### src/rtl/bqsf_pkg.sv
// Shared types and constants for the bounded queue server finish-time unit.
`timescale 1ns / 1ps
package bqsf_pkg;

  localparam int ID_W   = 32;
  localparam int TIME_W = 40;
  localparam int IN_W   = 32;
  localparam int LIM_W  = 6;
  localparam int CMP_W  = 7;

  localparam logic [TIME_W-1:0] TIME_MAX      = {TIME_W{1'b1}};
  localparam logic [LIM_W-1:0]  LIMIT_RESET   = 6'd32;
  localparam logic              CMD_ARRIVE    = 1'b0;
  localparam logic              CMD_FLUSH     = 1'b1;
  localparam logic              REG_QUEUE_LIM = 1'b0;

  typedef enum logic [2:0] {
    ST_IDLE,
    ST_CHECK,
    ST_DISPATCH,
    ST_START,
    ST_EMIT
  } bqsf_state_t;

  // commands from controller to datapath
  typedef struct packed {
    logic accept;    // latch input item
    logic rd;        // read queue head
    logic pop;       // run head task, update busy time
    logic start;     // new task starts at once
    logic enq;       // write new task at tail
    logic drop;      // report new task as dropped
    logic emit;      // load output register
  } bqsf_cmd_t;

  // status from datapath to controller
  typedef struct packed {
    logic flush;
    logic dispatch_ok;
    logic can_start;
    logic has_room;
    logic res_final;
    logic out_free;
  } bqsf_sts_t;

  typedef struct packed {
    logic [IN_W-1:0] arrival;
    logic [IN_W-1:0] duration;
    logic [ID_W-1:0] id;
  } bqsf_entry_t;

endpackage

### src/rtl/bqsf_in_if.sv
// Handshake channel carrying input items.
`timescale 1ns / 1ps
interface bqsf_in_if;
  logic        valid;
  logic        ready;
  logic        command;
  logic [31:0] arrival_time;
  logic [31:0] task_duration;

  modport source (output valid, command, arrival_time, task_duration, input ready);
  modport sink   (input valid, command, arrival_time, task_duration, output ready);
endinterface

### src/rtl/bqsf_out_if.sv
// Handshake channel carrying result items.
`timescale 1ns / 1ps
interface bqsf_out_if;
  logic        valid;
  logic        ready;
  logic [31:0] task_id;
  logic [39:0] done_time;
  logic        dropped;
  logic        last;

  modport source (output valid, task_id, done_time, dropped, last, input ready);
  modport sink   (input valid, task_id, done_time, dropped, last, output ready);
endinterface

### src/rtl/bqsf_ctrl.sv
// Sequencing state machine: admission, dispatch and result emission.
`timescale 1ns / 1ps
module bqsf_ctrl
  import bqsf_pkg::*;
(
  input  logic      clk,
  input  logic      rst_n,
  input  logic      in_valid,
  output logic      in_ready,
  input  bqsf_sts_t sts,
  output bqsf_cmd_t cmd
);

  bqsf_state_t state_r, state_nxt;

  always_ff @(posedge clk) begin
    if (!rst_n) begin
      state_r <= ST_IDLE;
    end else begin
      state_r <= state_nxt;
    end
  end

  always_comb begin
    state_nxt = state_r;
    unique case (state_r)
      ST_IDLE: begin
        if (in_valid) state_nxt = ST_CHECK;
      end
      ST_CHECK: begin
        priority if (sts.dispatch_ok) state_nxt = ST_DISPATCH;
        else if (sts.flush)           state_nxt = ST_IDLE;
        else if (sts.can_start)       state_nxt = ST_START;
        else if (sts.has_room)        state_nxt = ST_IDLE;
        else                          state_nxt = ST_EMIT;
      end
      ST_DISPATCH: state_nxt = ST_EMIT;
      ST_START:    state_nxt = ST_EMIT;
      ST_EMIT: begin
        if (sts.out_free) state_nxt = sts.res_final ? ST_IDLE : ST_CHECK;
      end
      default: state_nxt = ST_IDLE;
    endcase
  end

  always_comb begin
    cmd      = '0;
    in_ready = 1'b0;
    unique case (state_r)
      ST_IDLE: begin
        in_ready   = 1'b1;
        cmd.accept = in_valid;
      end
      ST_CHECK: begin
        priority if (sts.dispatch_ok) cmd.rd = 1'b1;
        else if (sts.flush)           cmd.rd = 1'b0;
        else if (sts.can_start)       cmd.rd = 1'b0;
        else if (sts.has_room)        cmd.enq = 1'b1;
        else                          cmd.drop = 1'b1;
      end
      ST_DISPATCH: cmd.pop   = 1'b1;
      ST_START:    cmd.start = 1'b1;
      ST_EMIT:     cmd.emit  = sts.out_free;
      default:     cmd       = '0;
    endcase
  end

endmodule

### src/rtl/bqsf_dpath.sv
// Datapath: waiting queue memory, server busy time, task ids, output register.
`timescale 1ns / 1ps
module bqsf_dpath
  import bqsf_pkg::*;
#(
  parameter int QUEUE_DEPTH = 32
) (
  input  logic              clk,
  input  logic              rst_n,
  input  bqsf_cmd_t         cmd,
  output bqsf_sts_t         sts,
  input  logic              in_command,
  input  logic [IN_W-1:0]   in_arrival_time,
  input  logic [IN_W-1:0]   in_task_duration,
  input  logic [LIM_W-1:0]  queue_limit,
  output logic              out_valid,
  input  logic              out_ready,
  output logic [ID_W-1:0]   out_task_id,
  output logic [TIME_W-1:0] out_done_time,
  output logic              out_dropped,
  output logic              out_last
);

  localparam int IDX_W = (QUEUE_DEPTH > 1) ? $clog2(QUEUE_DEPTH) : 1;
  localparam int CNT_W = $clog2(QUEUE_DEPTH + 1);
  localparam logic [IDX_W-1:0] IDX_LAST = IDX_W'(QUEUE_DEPTH - 1);

  bqsf_entry_t mem [QUEUE_DEPTH];
  bqsf_entry_t rd_data_r;

  logic [IDX_W-1:0]  head_r, tail_r;
  logic [CNT_W-1:0]  count_r;
  logic [TIME_W-1:0] busy_r;
  logic [ID_W-1:0]   next_id_r, cur_id_r, res_id_r;
  logic              flush_r, res_drop_r, res_final_r;
  logic [IN_W-1:0]   t_r, dur_r;
  logic              out_valid_r;

  logic [TIME_W-1:0] t_ext, arr_ext, base, fin;
  logic [IN_W-1:0]   add_dur;
  logic [TIME_W:0]   sum;
  logic              busy_le_t, has_room, last_val;

  assign t_ext     = {{(TIME_W-IN_W){1'b0}}, t_r};
  assign arr_ext   = {{(TIME_W-IN_W){1'b0}}, rd_data_r.arrival};
  assign busy_le_t = (busy_r <= t_ext);
  assign has_room  = (CMP_W'(count_r) < CMP_W'(queue_limit)) &&
                     (CMP_W'(count_r) < CMP_W'(QUEUE_DEPTH));

  // shared start + duration adder, saturating at the field maximum
  always_comb begin
    if (cmd.start) begin
      base    = t_ext;
      add_dur = dur_r;
    end else begin
      base    = (busy_r > arr_ext) ? busy_r : arr_ext;
      add_dur = rd_data_r.duration;
    end
    sum = {1'b0, base} + {{(TIME_W+1-IN_W){1'b0}}, add_dur};
    fin = sum[TIME_W] ? TIME_MAX : sum[TIME_W-1:0];
  end

  // a dispatch result is last if nothing follows: queue emptied on flush,
  // or on arrival the new task neither starts nor gets dropped
  assign last_val = flush_r ? (count_r == '0)
                            : (res_final_r || (!busy_le_t && has_room));

  assign sts.flush       = flush_r;
  assign sts.dispatch_ok = (count_r != '0) && (flush_r || busy_le_t);
  assign sts.can_start   = (count_r == '0) && busy_le_t;
  assign sts.has_room    = has_room;
  assign sts.res_final   = res_final_r;
  assign sts.out_free    = !out_valid_r || out_ready;

  // queue store
  always_ff @(posedge clk) begin
    if (cmd.enq) begin
      mem[tail_r] <= '{arrival: t_r, duration: dur_r, id: cur_id_r};
    end
    if (cmd.rd) begin
      rd_data_r <= mem[head_r];
    end
  end

  // control state
  always_ff @(posedge clk) begin
    if (!rst_n) begin
      head_r      <= '0;
      tail_r      <= '0;
      count_r     <= '0;
      busy_r      <= '0;
      next_id_r   <= '0;
      res_final_r <= 1'b0;
      out_valid_r <= 1'b0;
    end else begin
      if (cmd.accept && in_command == CMD_ARRIVE) next_id_r <= next_id_r + 1'b1;
      if (cmd.enq) begin
        tail_r  <= (tail_r == IDX_LAST) ? '0 : tail_r + 1'b1;
        count_r <= count_r + 1'b1;
      end
      if (cmd.pop) begin
        head_r      <= (head_r == IDX_LAST) ? '0 : head_r + 1'b1;
        count_r     <= count_r - 1'b1;
        busy_r      <= fin;
        res_final_r <= 1'b0;
      end
      if (cmd.start) begin
        busy_r      <= fin;
        res_final_r <= 1'b1;
      end
      if (cmd.drop) res_final_r <= 1'b1;
      if (cmd.emit) out_valid_r <= 1'b1;
      else if (out_ready) out_valid_r <= 1'b0;
    end
  end

  // payload
  always_ff @(posedge clk) begin
    if (cmd.accept) begin
      flush_r  <= in_command;
      t_r      <= in_arrival_time;
      dur_r    <= in_task_duration;
      cur_id_r <= next_id_r;
    end
    if (cmd.pop) begin
      res_id_r   <= rd_data_r.id;
      res_drop_r <= 1'b0;
    end
    if (cmd.start) begin
      res_id_r   <= cur_id_r;
      res_drop_r <= 1'b0;
    end
    if (cmd.drop) begin
      res_id_r   <= cur_id_r;
      res_drop_r <= 1'b1;
    end
    if (cmd.emit) begin
      out_task_id   <= res_id_r;
      out_done_time <= res_drop_r ? '0 : busy_r;
      out_dropped   <= res_drop_r;
      out_last      <= last_val;
    end
  end

  assign out_valid = out_valid_r;

  a_count_bound: assert property (@(posedge clk) disable iff (!rst_n)
    CMP_W'(count_r) <= CMP_W'(QUEUE_DEPTH))
    else $error("queue count above depth");

  a_enq_room: assert property (@(posedge clk) disable iff (!rst_n)
    cmd.enq |-> CMP_W'(count_r) < CMP_W'(QUEUE_DEPTH))
    else $error("enqueue into full queue");

  a_rd_nonempty: assert property (@(posedge clk) disable iff (!rst_n)
    cmd.rd |-> count_r != '0)
    else $error("head read from empty queue");

  a_emit_free: assert property (@(posedge clk) disable iff (!rst_n)
    cmd.emit |-> (!out_valid_r || out_ready))
    else $error("output register overwritten");

  a_busy_mono: assert property (@(posedge clk) disable iff (!rst_n)
    cmd.pop |=> busy_r >= $past(busy_r))
    else $error("server free time moved backward");

endmodule

### src/rtl/bounded_queue_server_finish_times_unit.sv
// Top level: single-server FIFO queue with tail drop, config register and channels.
`timescale 1ns / 1ps
// One server with a FIFO waiting queue of QUEUE_DEPTH entries (a single-port
// memory, one head read per dispatch). Each arriving task first dispatches
// every waiting task the server can start by its arrival, then starts at once,
// waits in the queue or is reported dropped when queue_limit tasks wait; a
// flush item dispatches the whole queue. Items are handled one at a time by
// the controller, which accepts and checks each one; every task it
// dispatches then takes a head read, a finish-time add and an output load,
// a new task that starts at once a finish-time add and an output load, and a
// dropped one an output load; stalls on the result channel hold it. Results
// carry the task id and come in dispatch order; last marks the final result
// of an item. queue_limit sits at byte address 0 of the APB-style port and
// resets to 32; limits above QUEUE_DEPTH act as QUEUE_DEPTH.
module bounded_queue_server_finish_times_unit
  import bqsf_pkg::*;
#(
  parameter int QUEUE_DEPTH = 32
) (
  input  logic        clk,
  input  logic        rst_n,
  bqsf_in_if.sink     in_if,
  bqsf_out_if.source  out_if,
  input  logic        psel,
  input  logic        penable,
  input  logic        pwrite,
  input  logic [2:0]  paddr,
  input  logic [31:0] pwdata,
  output logic [31:0] prdata,
  output logic        pready
);

  bqsf_cmd_t        cmd;
  bqsf_sts_t        sts;
  logic [LIM_W-1:0] queue_limit_r;
  logic             in_ready;

  assign pready = 1'b1;

  always_ff @(posedge clk) begin
    if (!rst_n) begin
      queue_limit_r <= LIMIT_RESET;
    end else if (psel && penable && pwrite && paddr[2] == REG_QUEUE_LIM) begin
      queue_limit_r <= pwdata[LIM_W-1:0];
    end
  end

  assign prdata = (paddr[2] == REG_QUEUE_LIM) ? {{(32-LIM_W){1'b0}}, queue_limit_r} : '0;

  assign in_if.ready = in_ready;

  bqsf_ctrl u_ctrl (
    .clk      (clk),
    .rst_n    (rst_n),
    .in_valid (in_if.valid),
    .in_ready (in_ready),
    .sts      (sts),
    .cmd      (cmd)
  );

  bqsf_dpath #(
    .QUEUE_DEPTH (QUEUE_DEPTH)
  ) u_dpath (
    .clk              (clk),
    .rst_n            (rst_n),
    .cmd              (cmd),
    .sts              (sts),
    .in_command       (in_if.command),
    .in_arrival_time  (in_if.arrival_time),
    .in_task_duration (in_if.task_duration),
    .queue_limit      (queue_limit_r),
    .out_valid        (out_if.valid),
    .out_ready        (out_if.ready),
    .out_task_id      (out_if.task_id),
    .out_done_time    (out_if.done_time),
    .out_dropped      (out_if.dropped),
    .out_last         (out_if.last)
  );

endmodule

### src/flat_wrapper.sv
// flat-port wrapper written by rule: the top's interface ports become plain ports
module bounded_queue_server_finish_times_unit_flat import bqsf_pkg::*;
#(
  parameter int QUEUE_DEPTH = 32
)
  (clk, rst_n, psel, penable, pwrite, paddr, pwdata, prdata, pready, in_if_valid, in_if_command, in_if_arrival_time, in_if_task_duration, in_if_ready, out_if_valid, out_if_task_id, out_if_done_time, out_if_dropped, out_if_last, out_if_ready);
  bqsf_in_if in_if_i ();
  bqsf_out_if out_if_i ();
  input  logic clk;
  input  logic rst_n;
  input  logic psel;
  input  logic penable;
  input  logic pwrite;
  input  logic [2:0] paddr;
  input  logic [31:0] pwdata;
  output logic [31:0] prdata;
  output logic pready;
  input wire logic [$bits(in_if_i.valid)-1:0] in_if_valid;
  input wire logic [$bits(in_if_i.command)-1:0] in_if_command;
  input wire logic [$bits(in_if_i.arrival_time)-1:0] in_if_arrival_time;
  input wire logic [$bits(in_if_i.task_duration)-1:0] in_if_task_duration;
  output wire logic [$bits(in_if_i.ready)-1:0] in_if_ready;
  output wire logic [$bits(out_if_i.valid)-1:0] out_if_valid;
  output wire logic [$bits(out_if_i.task_id)-1:0] out_if_task_id;
  output wire logic [$bits(out_if_i.done_time)-1:0] out_if_done_time;
  output wire logic [$bits(out_if_i.dropped)-1:0] out_if_dropped;
  output wire logic [$bits(out_if_i.last)-1:0] out_if_last;
  input wire logic [$bits(out_if_i.ready)-1:0] out_if_ready;
  assign in_if_i.valid = in_if_valid;
  assign in_if_i.command = in_if_command;
  assign in_if_i.arrival_time = in_if_arrival_time;
  assign in_if_i.task_duration = in_if_task_duration;
  assign in_if_ready = in_if_i.ready;
  assign out_if_valid = out_if_i.valid;
  assign out_if_task_id = out_if_i.task_id;
  assign out_if_done_time = out_if_i.done_time;
  assign out_if_dropped = out_if_i.dropped;
  assign out_if_last = out_if_i.last;
  assign out_if_i.ready = out_if_ready;
  bounded_queue_server_finish_times_unit #(.QUEUE_DEPTH(QUEUE_DEPTH)) u_core (.clk(clk), .rst_n(rst_n), .in_if(in_if_i), .out_if(out_if_i), .psel(psel), .penable(penable), .pwrite(pwrite), .paddr(paddr), .pwdata(pwdata), .prdata(prdata), .pready(pready));
endmodule
### config.mk
export PLATFORM = sky130hd
export DESIGN_NAME = bounded_queue_server_finish_times_unit_flat
export DESIGN_NICKNAME = d
export VERILOG_FILES = /design/src/rtl/bqsf_pkg.sv /design/src/rtl/bqsf_in_if.sv /design/src/rtl/bqsf_out_if.sv /design/src/rtl/bqsf_ctrl.sv /design/src/rtl/bqsf_dpath.sv /design/src/rtl/bounded_queue_server_finish_times_unit.sv /design/src/flat_wrapper.sv
export SDC_FILE = /design/constraint.sdc
export NUM_CORES = 2
export LEC_CHECK = 0
export ABC_AREA = 1
export BUFFER_PORTS_ARGS = -buffer_cell sky130_fd_sc_hd__buf_2
export CORE_ASPECT_RATIO = 1.4
export CORE_MARGIN = 2
export CORE_UTILIZATION = 45
export CTS_CLUSTER_SIZE = 20
export DETAILED_ROUTE_END_ITERATION = 12
export PLACE_DENSITY = 0.59
export SYNTH_ARGS = -nofsm -noshare
export SYNTH_HDL_FRONTEND = slang
export SYNTH_SLANG_ARGS = --single-unit
export TNS_END_PERCENT = 100
### constraint.sdc
create_clock -name clk -period 8 [get_ports clk]
set_clock_uncertainty 0.1 [all_clocks]
set_input_delay 1.2 -clock clk [delete_from_list [all_inputs] [get_ports clk]]
set_output_delay 1.2 -clock clk [all_outputs]
set_load 0.05 [all_outputs]
# Word level (Yosys, flattened, before mapping)
# Memory sizes are Yosys's and may differ from the RTL's. A register that Yosys moved wholly into a read port is not among the register bits.
# Cells that the tools add are included.
# W data, S select, Z words.
[word_totals]
register_bits = 303
mem_bits_rw = 3072
n_memories = 1
[mem_list]
columns = ["memory", "depth", "word_bits", "rd", "rd_clocked_by_memory_dff", "write_ports", "line_no", "rtl"]
rows = [
  ["u_core.u_dpath.mem", 32, 96, 1, 1, 1, "bqsf_dpath.sv:28", "bqsf_entry_t mem [QUEUE_DEPTH];"],
]
[classes]
n_addsub = 6
n_lt_le_gt_ge = 4
n_eq_ne = 8
mux = 44
n_bitwise = 2
n_reduce_logical = 22
[op_table]
columns = ["op", "count"]
rows = [
  ["$mux W40", 5],
  ["$mux W32", 4],
  ["$add A40 B32 Y41", 1],
  ["$gt A40 B32 Y1", 1],
  ["$le A40 B32 Y1", 1],
  ["$add A32 B1 Y32 const B", 1],
  ["$mux W1", 19],
  ["$mux W3", 6],
  ["$mux W6", 3],
  ["$pmux W3 S4", 1],
  ["$add A5 B1 Y5 const B", 2],
  ["$eq A5 B5 Y1 const B", 2],
  ["$mux W5", 2],
  ["$logic_and A1 B1 Y1", 8],
  ["$mux W2", 4],
  ["$add A6 B1 Y6 const B", 1],
  ["$eq A3 B2 Y1 const B", 2],
  ["$logic_not A6 Y1", 1],
  ["$lt A6 B6 Y1", 1],
  ["$lt A6 B6 Y1 const B", 1],
  ["$reduce_bool A2 Y1", 3],
  ["$reduce_bool A6 Y1", 1],
  ["$sub A6 B1 Y6 const B", 1],
  ["$ne A2 B2 Y1 const B", 2],
  ["9 further kinds", 13],
]

# Depth between registers and ports, before layout
[depth]
depth_word = 9
ltp_mapped = 33

# Hierarchy
# Synthesis repeated with hierarchy kept, for this count alone.
[unflattened]
cells_unflattened = 11194
area_unflattened_um2 = 140029.3
[modules_own_cells]
columns = ["module", "instances", "cells_per_inst", "area_each_um2"]
rows = [
  ["bqsf_dpath", 1, 11065, 139198.5],
  ["bounded_queue_server_finish_times_unit", 1, 83, 593.1],
  ["bqsf_ctrl", 1, 46, 237.7],
]

# Least setup slack after synthesis
# OpenSTA, ideal clock, no wires.
[synth_timing]
path_kind = "register to register"
start = "reg u_core.u_dpath.t_r[31]"
end = "mem u_core.u_dpath.mem[0][0] (netlist name) (enable)"
setup_time_ns = 0.552
arrival_time_ns = 6.195
required_time_ns = 7.348
slack_ns = 1.153
path_stages_with_launch = 15
path_buffers = 0
synth_period_minus_slack_ns = 6.847
path_cell_list = "edfxtp_1 inv_1 ha_1 nand2_1 inv_1 nand2_1 nor2_1 nand2_1 nor2_1 a21oi_1 nand2_1 nand4_2 nor2_4 nand2_2 nor2_1"
[synth_via]
elab_chain_len = 8
word_cells_on_any_way = 10
classes_between = "order compare: 1; mux: 6; reduce/logical: 3"
[synth_lines]
columns = ["element", "line_no", "rtl"]
rows = [
  ["start, declared", "bqsf_dpath.sv:36", "logic [IN_W-1:0] t_r, dur_r;"],
  ["start signal, assigned", "bqsf_dpath.sv:121", "t_r <= in_arrival_time;"],
  ["$le A40 B32 Y1 *", "bqsf_dpath.sv:46", "assign busy_le_t = (busy_r <= t_ext);"],
  ["$logic_and A1 B1 Y1", "bqsf_dpath.sv:70", "assign sts.can_start = (count_r == '0) && busy_le_t;"],
  ["$mux W2", "bqsf_ctrl.sv:57", "else if (sts.can_start) cmd.rd = 1'b0;"],
  ["$mux W2", "bqsf_ctrl.sv:56", "else if (sts.flush) cmd.rd = 1'b0;"],
  ["$mux W2 *", "bqsf_ctrl.sv:55", "priority if (sts.dispatch_ok) cmd.rd = 1'b1;"],
  ["$mux W2 *", "bqsf_ctrl.sv:49", "unique case (state_r)"],
  ["$mux W1 *", "bqsf_dpath.sv:77", "if (cmd.enq) begin"],
  ["$mux W1 (implied by the code) *", "bqsf_dpath.sv:78", "mem[tail_r] <= '{arrival: t_r, duration: dur_r, id: cur_id_r};"],
  ["end, declared", "bqsf_dpath.sv:28", ""],
]
# Mark *: on every way between the ends. The rest lies on a longest branch, timed or not.

# Final worst setup path
[layout_timing]
start = "reg u_core.u_dpath.busy_r[23]"
end = "reg u_core.u_dpath.busy_r[22]"
[layout_via]
elab_chain_len = 7
[layout_lines]
columns = ["element", "line_no", "rtl"]
rows = [
  ["start, declared", "bqsf_dpath.sv:33", "logic [TIME_W-1:0] busy_r;"],
  ["start signal, assigned", "bqsf_dpath.sv:104", "busy_r <= fin;"],
  ["start signal, assigned", "bqsf_dpath.sv:108", "busy_r <= fin;"],
  ["$gt A40 B32 Y1", "bqsf_dpath.sv:56", "base = (busy_r > arr_ext) ? busy_r : arr_ext;"],
  ["$mux W40 *", "bqsf_dpath.sv:56", ""],
  ["$mux W40 *", "bqsf_dpath.sv:52", "if (cmd.start) begin"],
  ["$add A40 B32 Y41 *", "bqsf_dpath.sv:59", "sum = {1'b0, base} + {{(TIME_W+1-IN_W){1'b0}}, add_dur};"],
  ["$mux W40 *", "bqsf_dpath.sv:60", "fin = sum[TIME_W] ? TIME_MAX : sum[TIME_W-1:0];"],
  ["$mux W40", "bqsf_dpath.sv:101", "if (cmd.pop) begin"],
  ["$mux W40 *", "bqsf_dpath.sv:107", "if (cmd.start) begin"],
]
# Mark *: on every way between the ends. The rest lies on a longest branch, timed or not. The select of a mux whose other input is x is not followed.
# A chain may end at the register's enable or synchronous reset.

==> results.yml <==
floorplan:
  die-height_microns: 663
  core_sq_mm: 0.308
  die_w_microns: 475
  rows: 241
  io_pins: 216
  start_util_pct: 45.3
  dieArea_sq_mm: 0.314
final_layout:
  design_area_sq_mm: 0.156
  syn_to_final_growth_pct: 11.7
  layout-drive-gt1-share_pct: 8.63
  fin_util_pct: 50.5
  nets: 11200
critical_path:
  critPathRequiredTime_ns: 8.68
  r2r-start: "u_core.u_dpath.busy_r[23]"
  r2r_slack_ns: 2.00
  worstSetupEndpointType: "flip-flop"
  path_class: "reg2reg"
  rr_endpoint: "u_core.u_dpath.busy_r[22]"
  reg2reg_depth: 26
  arrival_ns: 6.68
  cp-start-kind: "flip-flop"
  path_max_fanout: 58
routing:
  viasPerCell: 5.98
  ant_nets: 0
  dr.first_iter.drc_count: 10500
  dr.pass1.iters: 6
  wl_microns: 435000
  wl_per_cell_microns: 28.2
  drc: 0
  num_vias: 92200
power_and_ir_drop:
  netSwitchingFraction_pct: 31.6
  p_comb_share_pct: 22.2
  peakVddDrop_mv: 0.198
  p_per_area_mw_per_mm2: 312
  intPower_uw: 33200
  clockPowerShare_pct: 32.4
  seqPwrFrac_pct: 45.4
  p_sw_uw: 15300
  leakage_uw: 0.0525
sta:
  rsz0062_at_grt: "no"
  fmax_mhz: 167
  hold_viol_final: 0
  slew_viol_final: 0
  fin_setup_tns_ns: 0
  max-slew-margin-rel_pct: 14.1
  fin_crit_sh_pct: 75.0
  finalCriticalPeriod_ns: 6.00
  whs_ns: 0.310
  setup_ws_ns: 2.00
  worst_pin_slew_ns: 1.29
  setup_viol: 0
clock_tree:
  cts_tree: "done"
  clk_pin_slew_worst_paths_ns: 0.07
  cts_buffers: 335
  cts_setup_buffers: 0
  h-tree-depth: 5
  cts-resized-gates: 0
  cts_max_path_buffers: 4
  clockRootBuffer: "clkbuf_16"
  numClockSinks: 3471
  clock_latency_ns: 0.93
  ctsHoldBuffers: 0
global_routing:
  grt_overflow: 0
  grt_pass1_vias: 90100
  grt_pass1_wl_microns: 622000
  grt_usage_pct: 27.0
  grt_max_degree: 222
  grt_antenna_before_repair: 22
synth:
  synth_compound_area_share_pct: 12.2
  synth_top_area_share_pct: 72.6
  synth_top_family_by_area: "compound AO/OA/AOI/OAI gates"
  synthMuxAreaShare_pct: 0.0144
  yosys_warnings: 0
  synth_seq_area_share_pct: 74.0
  async_flop_share_pct: 0
  synthDistinctLibCells: 65
  synth_top_area_cell: "edfxtp_1"
  synth-edff-count: 3371
  synth-simple-area-share_pct: 9.33
  syn_area_sq_mm: 0.139
  synth-seq-cells: 3471
  synth_xor_xnor_area_share_pct: 0.283
  synth.area.top_cells: "edfxtp_1 73%, o21ai_0 6.2%, nor2_1 5.7%"
  syn_inst: 11000
  synth-main-ff-cell: "edfxtp_1"
  syn_avg_cell_area_sq_um: 12.7
  yosys.area_share.adder_pct: 1.04
placed_design:
  post-place-ws_ns: 2.09
  dpl_cell_area_sq_mm: 0.145
  dpl.hpwl_microns: 226000
  gp_congestion: 0.927
  io_buffer_count: 160
min_path:
  hold_depth: 0
  hold_class: "reg2reg"
  hp-start: "u_core.u_dpath.res_id_r[4]"
  holdPathEnd: "u_core.u_dpath.out_task_id[4]"
flow_run:
  maxCapViolCount: 0
run_status:
  status: "completed"
-- flip-flops by register name (all words and copies together) (netlist names), 3 cells and up --
name and count:
u_core.u_dpath.mem 3072, u_core.u_dpath.rd_data_r 64, u_core.u_dpath.busy_r 40, u_core.u_dpath.out_done_time 40, u_core.u_dpath.arr_ext 32, u_core.u_dpath.cur_id_r 32, u_core.u_dpath.dur_r 32, u_core.u_dpath.next_id_r 32
u_core.u_dpath.out_task_id 32, u_core.u_dpath.res_id_r 32, u_core.u_dpath.t_r 32, u_core.queue_limit_r 6, u_core.u_dpath.count_r 6, u_core.u_dpath.head_r 5, u_core.u_dpath.tail_r 5, u_core.u_ctrl.state_r 3
-- cell type report --
cell class	instances	area, sq um
Multi-Input combinational cell	6532	32300
Antenna cell	14	35.0
Clock buffer	409	8910
Inverter	290	1120
Clock inverter	184	1750
Tap cell	4131	5170
Sequential cell	3471	103000
Timing Repair Buffer	390	3280
Fill cell	26200	152000
-- placed cells by master, fill, tap and decap left out, drive strengths merged, types with 27 or more instances in the layout --
cell	instances
o22ai	759
nor2	2139
edfxtp	3371
dfxtp	100
nand2	949
nand3	133
nor3	34
ha	113
o32ai	30
conb	27
xor2	28
bufinv	32
o31ai	34
clkbuf	409
o221ai	43
inv	296
clkinv	137
buf	390
a31oi	27
a21oi	230
o21ai	1802
-- worst max-delay path by stage --
stage                               start                        end  slack [ns]  cells after the start
2_1_floorplan      u_core.u_dpath.t_r[31]   u_core.u_dpath.mem[0][0]        1.15                     14
3_3_place_gp    u_core.u_dpath.busy_r[23]  u_core.u_dpath.busy_r[22]        2.06                     25
3_5_place_dp    u_core.u_dpath.busy_r[23]  u_core.u_dpath.busy_r[22]        2.09                     26
4_1_cts         u_core.u_dpath.busy_r[15]  u_core.u_dpath.busy_r[22]        2.07                     27
5_1_grt        u_core.u_dpath.arr_ext[23]  u_core.u_dpath.busy_r[22]        1.58                     27
6_report        u_core.u_dpath.busy_r[23]  u_core.u_dpath.busy_r[22]        2.00                     26
-- Yosys cell counts (34+ instances only) --
cell type / n
a21oi_1: 225
buf_2: 201
buf_4: 54
clkbuf_1: 445
dfxtp_1: 100
edfxtp_1: 3371
ha_1: 113
inv_1: 280
nand2_1: 937
nand3_1: 131
nor2_1: 2129
o21ai_0: 1717
o21ai_1: 85
o221ai_1: 43
o22ai_1: 759
o31ai_1: 34
-- metrics by stage --
stage	cells	power, uW
2_1_floorplan	11000	29100
3_3_place_gp	14800	33000
3_5_place_dp	14800	33100
4_1_cts	15400	48700
5_1_grt	15400	50500
6_report	15400	48600
-- critical path: stages, from the launching register on --
cell,delay (ns)
dfxtp_1,0.39
ha_1,0.33
nand2_1,0.07
nor2_1,0.23
nand4_1,0.15
nor2_1,0.38
nor3b_1,0.26
a21oi_1,0.11
nand2_2,0.14
buf_4,0.56
nand3_1,0.14
nand2_1,0.09
nor2_1,0.05
nor2_1,0.24
ha_1,0.35
a21oi_1,0.22
nand2_1,0.17
nand3_1,0.11
nand2_1,0.13
nand3_1,0.10
nand2_1,0.16
nand3_1,0.14
nand2_2,0.13
a21oi_4,0.75
nand3_1,0.22
nand2_1,0.12
inv_1,0.04
-- logic make-up after synthesis --
family | after synthesis
compound gates | 3031
xor+xnor | 45
simple gates | 3312
fa+ha+maj | 115
flops | 3471
mux | 2
buf+inv | 1030
other cells | 2
-- power by group through the flow --
stage / logic [uW] / registers (uW) / clock network, uW
finish: 10800 / 22100 / 15700
global route: 11700 / 22100 / 16600
CTS: 10700 / 22100 / 15900
detailed placement: 10700 / 22500 / 0
global placement: 10600 / 22400 / 0
floorplan: 6570 / 22600 / 0
-- routing by layer --
metal  routed length [microns]  GRT usage, %  share of wire, %
met4                     23900          13.6               5.5
met1                    164000          33.9                38
met3                     32700          3.55               7.5
met2                    215000          45.8                49
met5                        62             0             0.014
(Power assumes the default switching activity.)
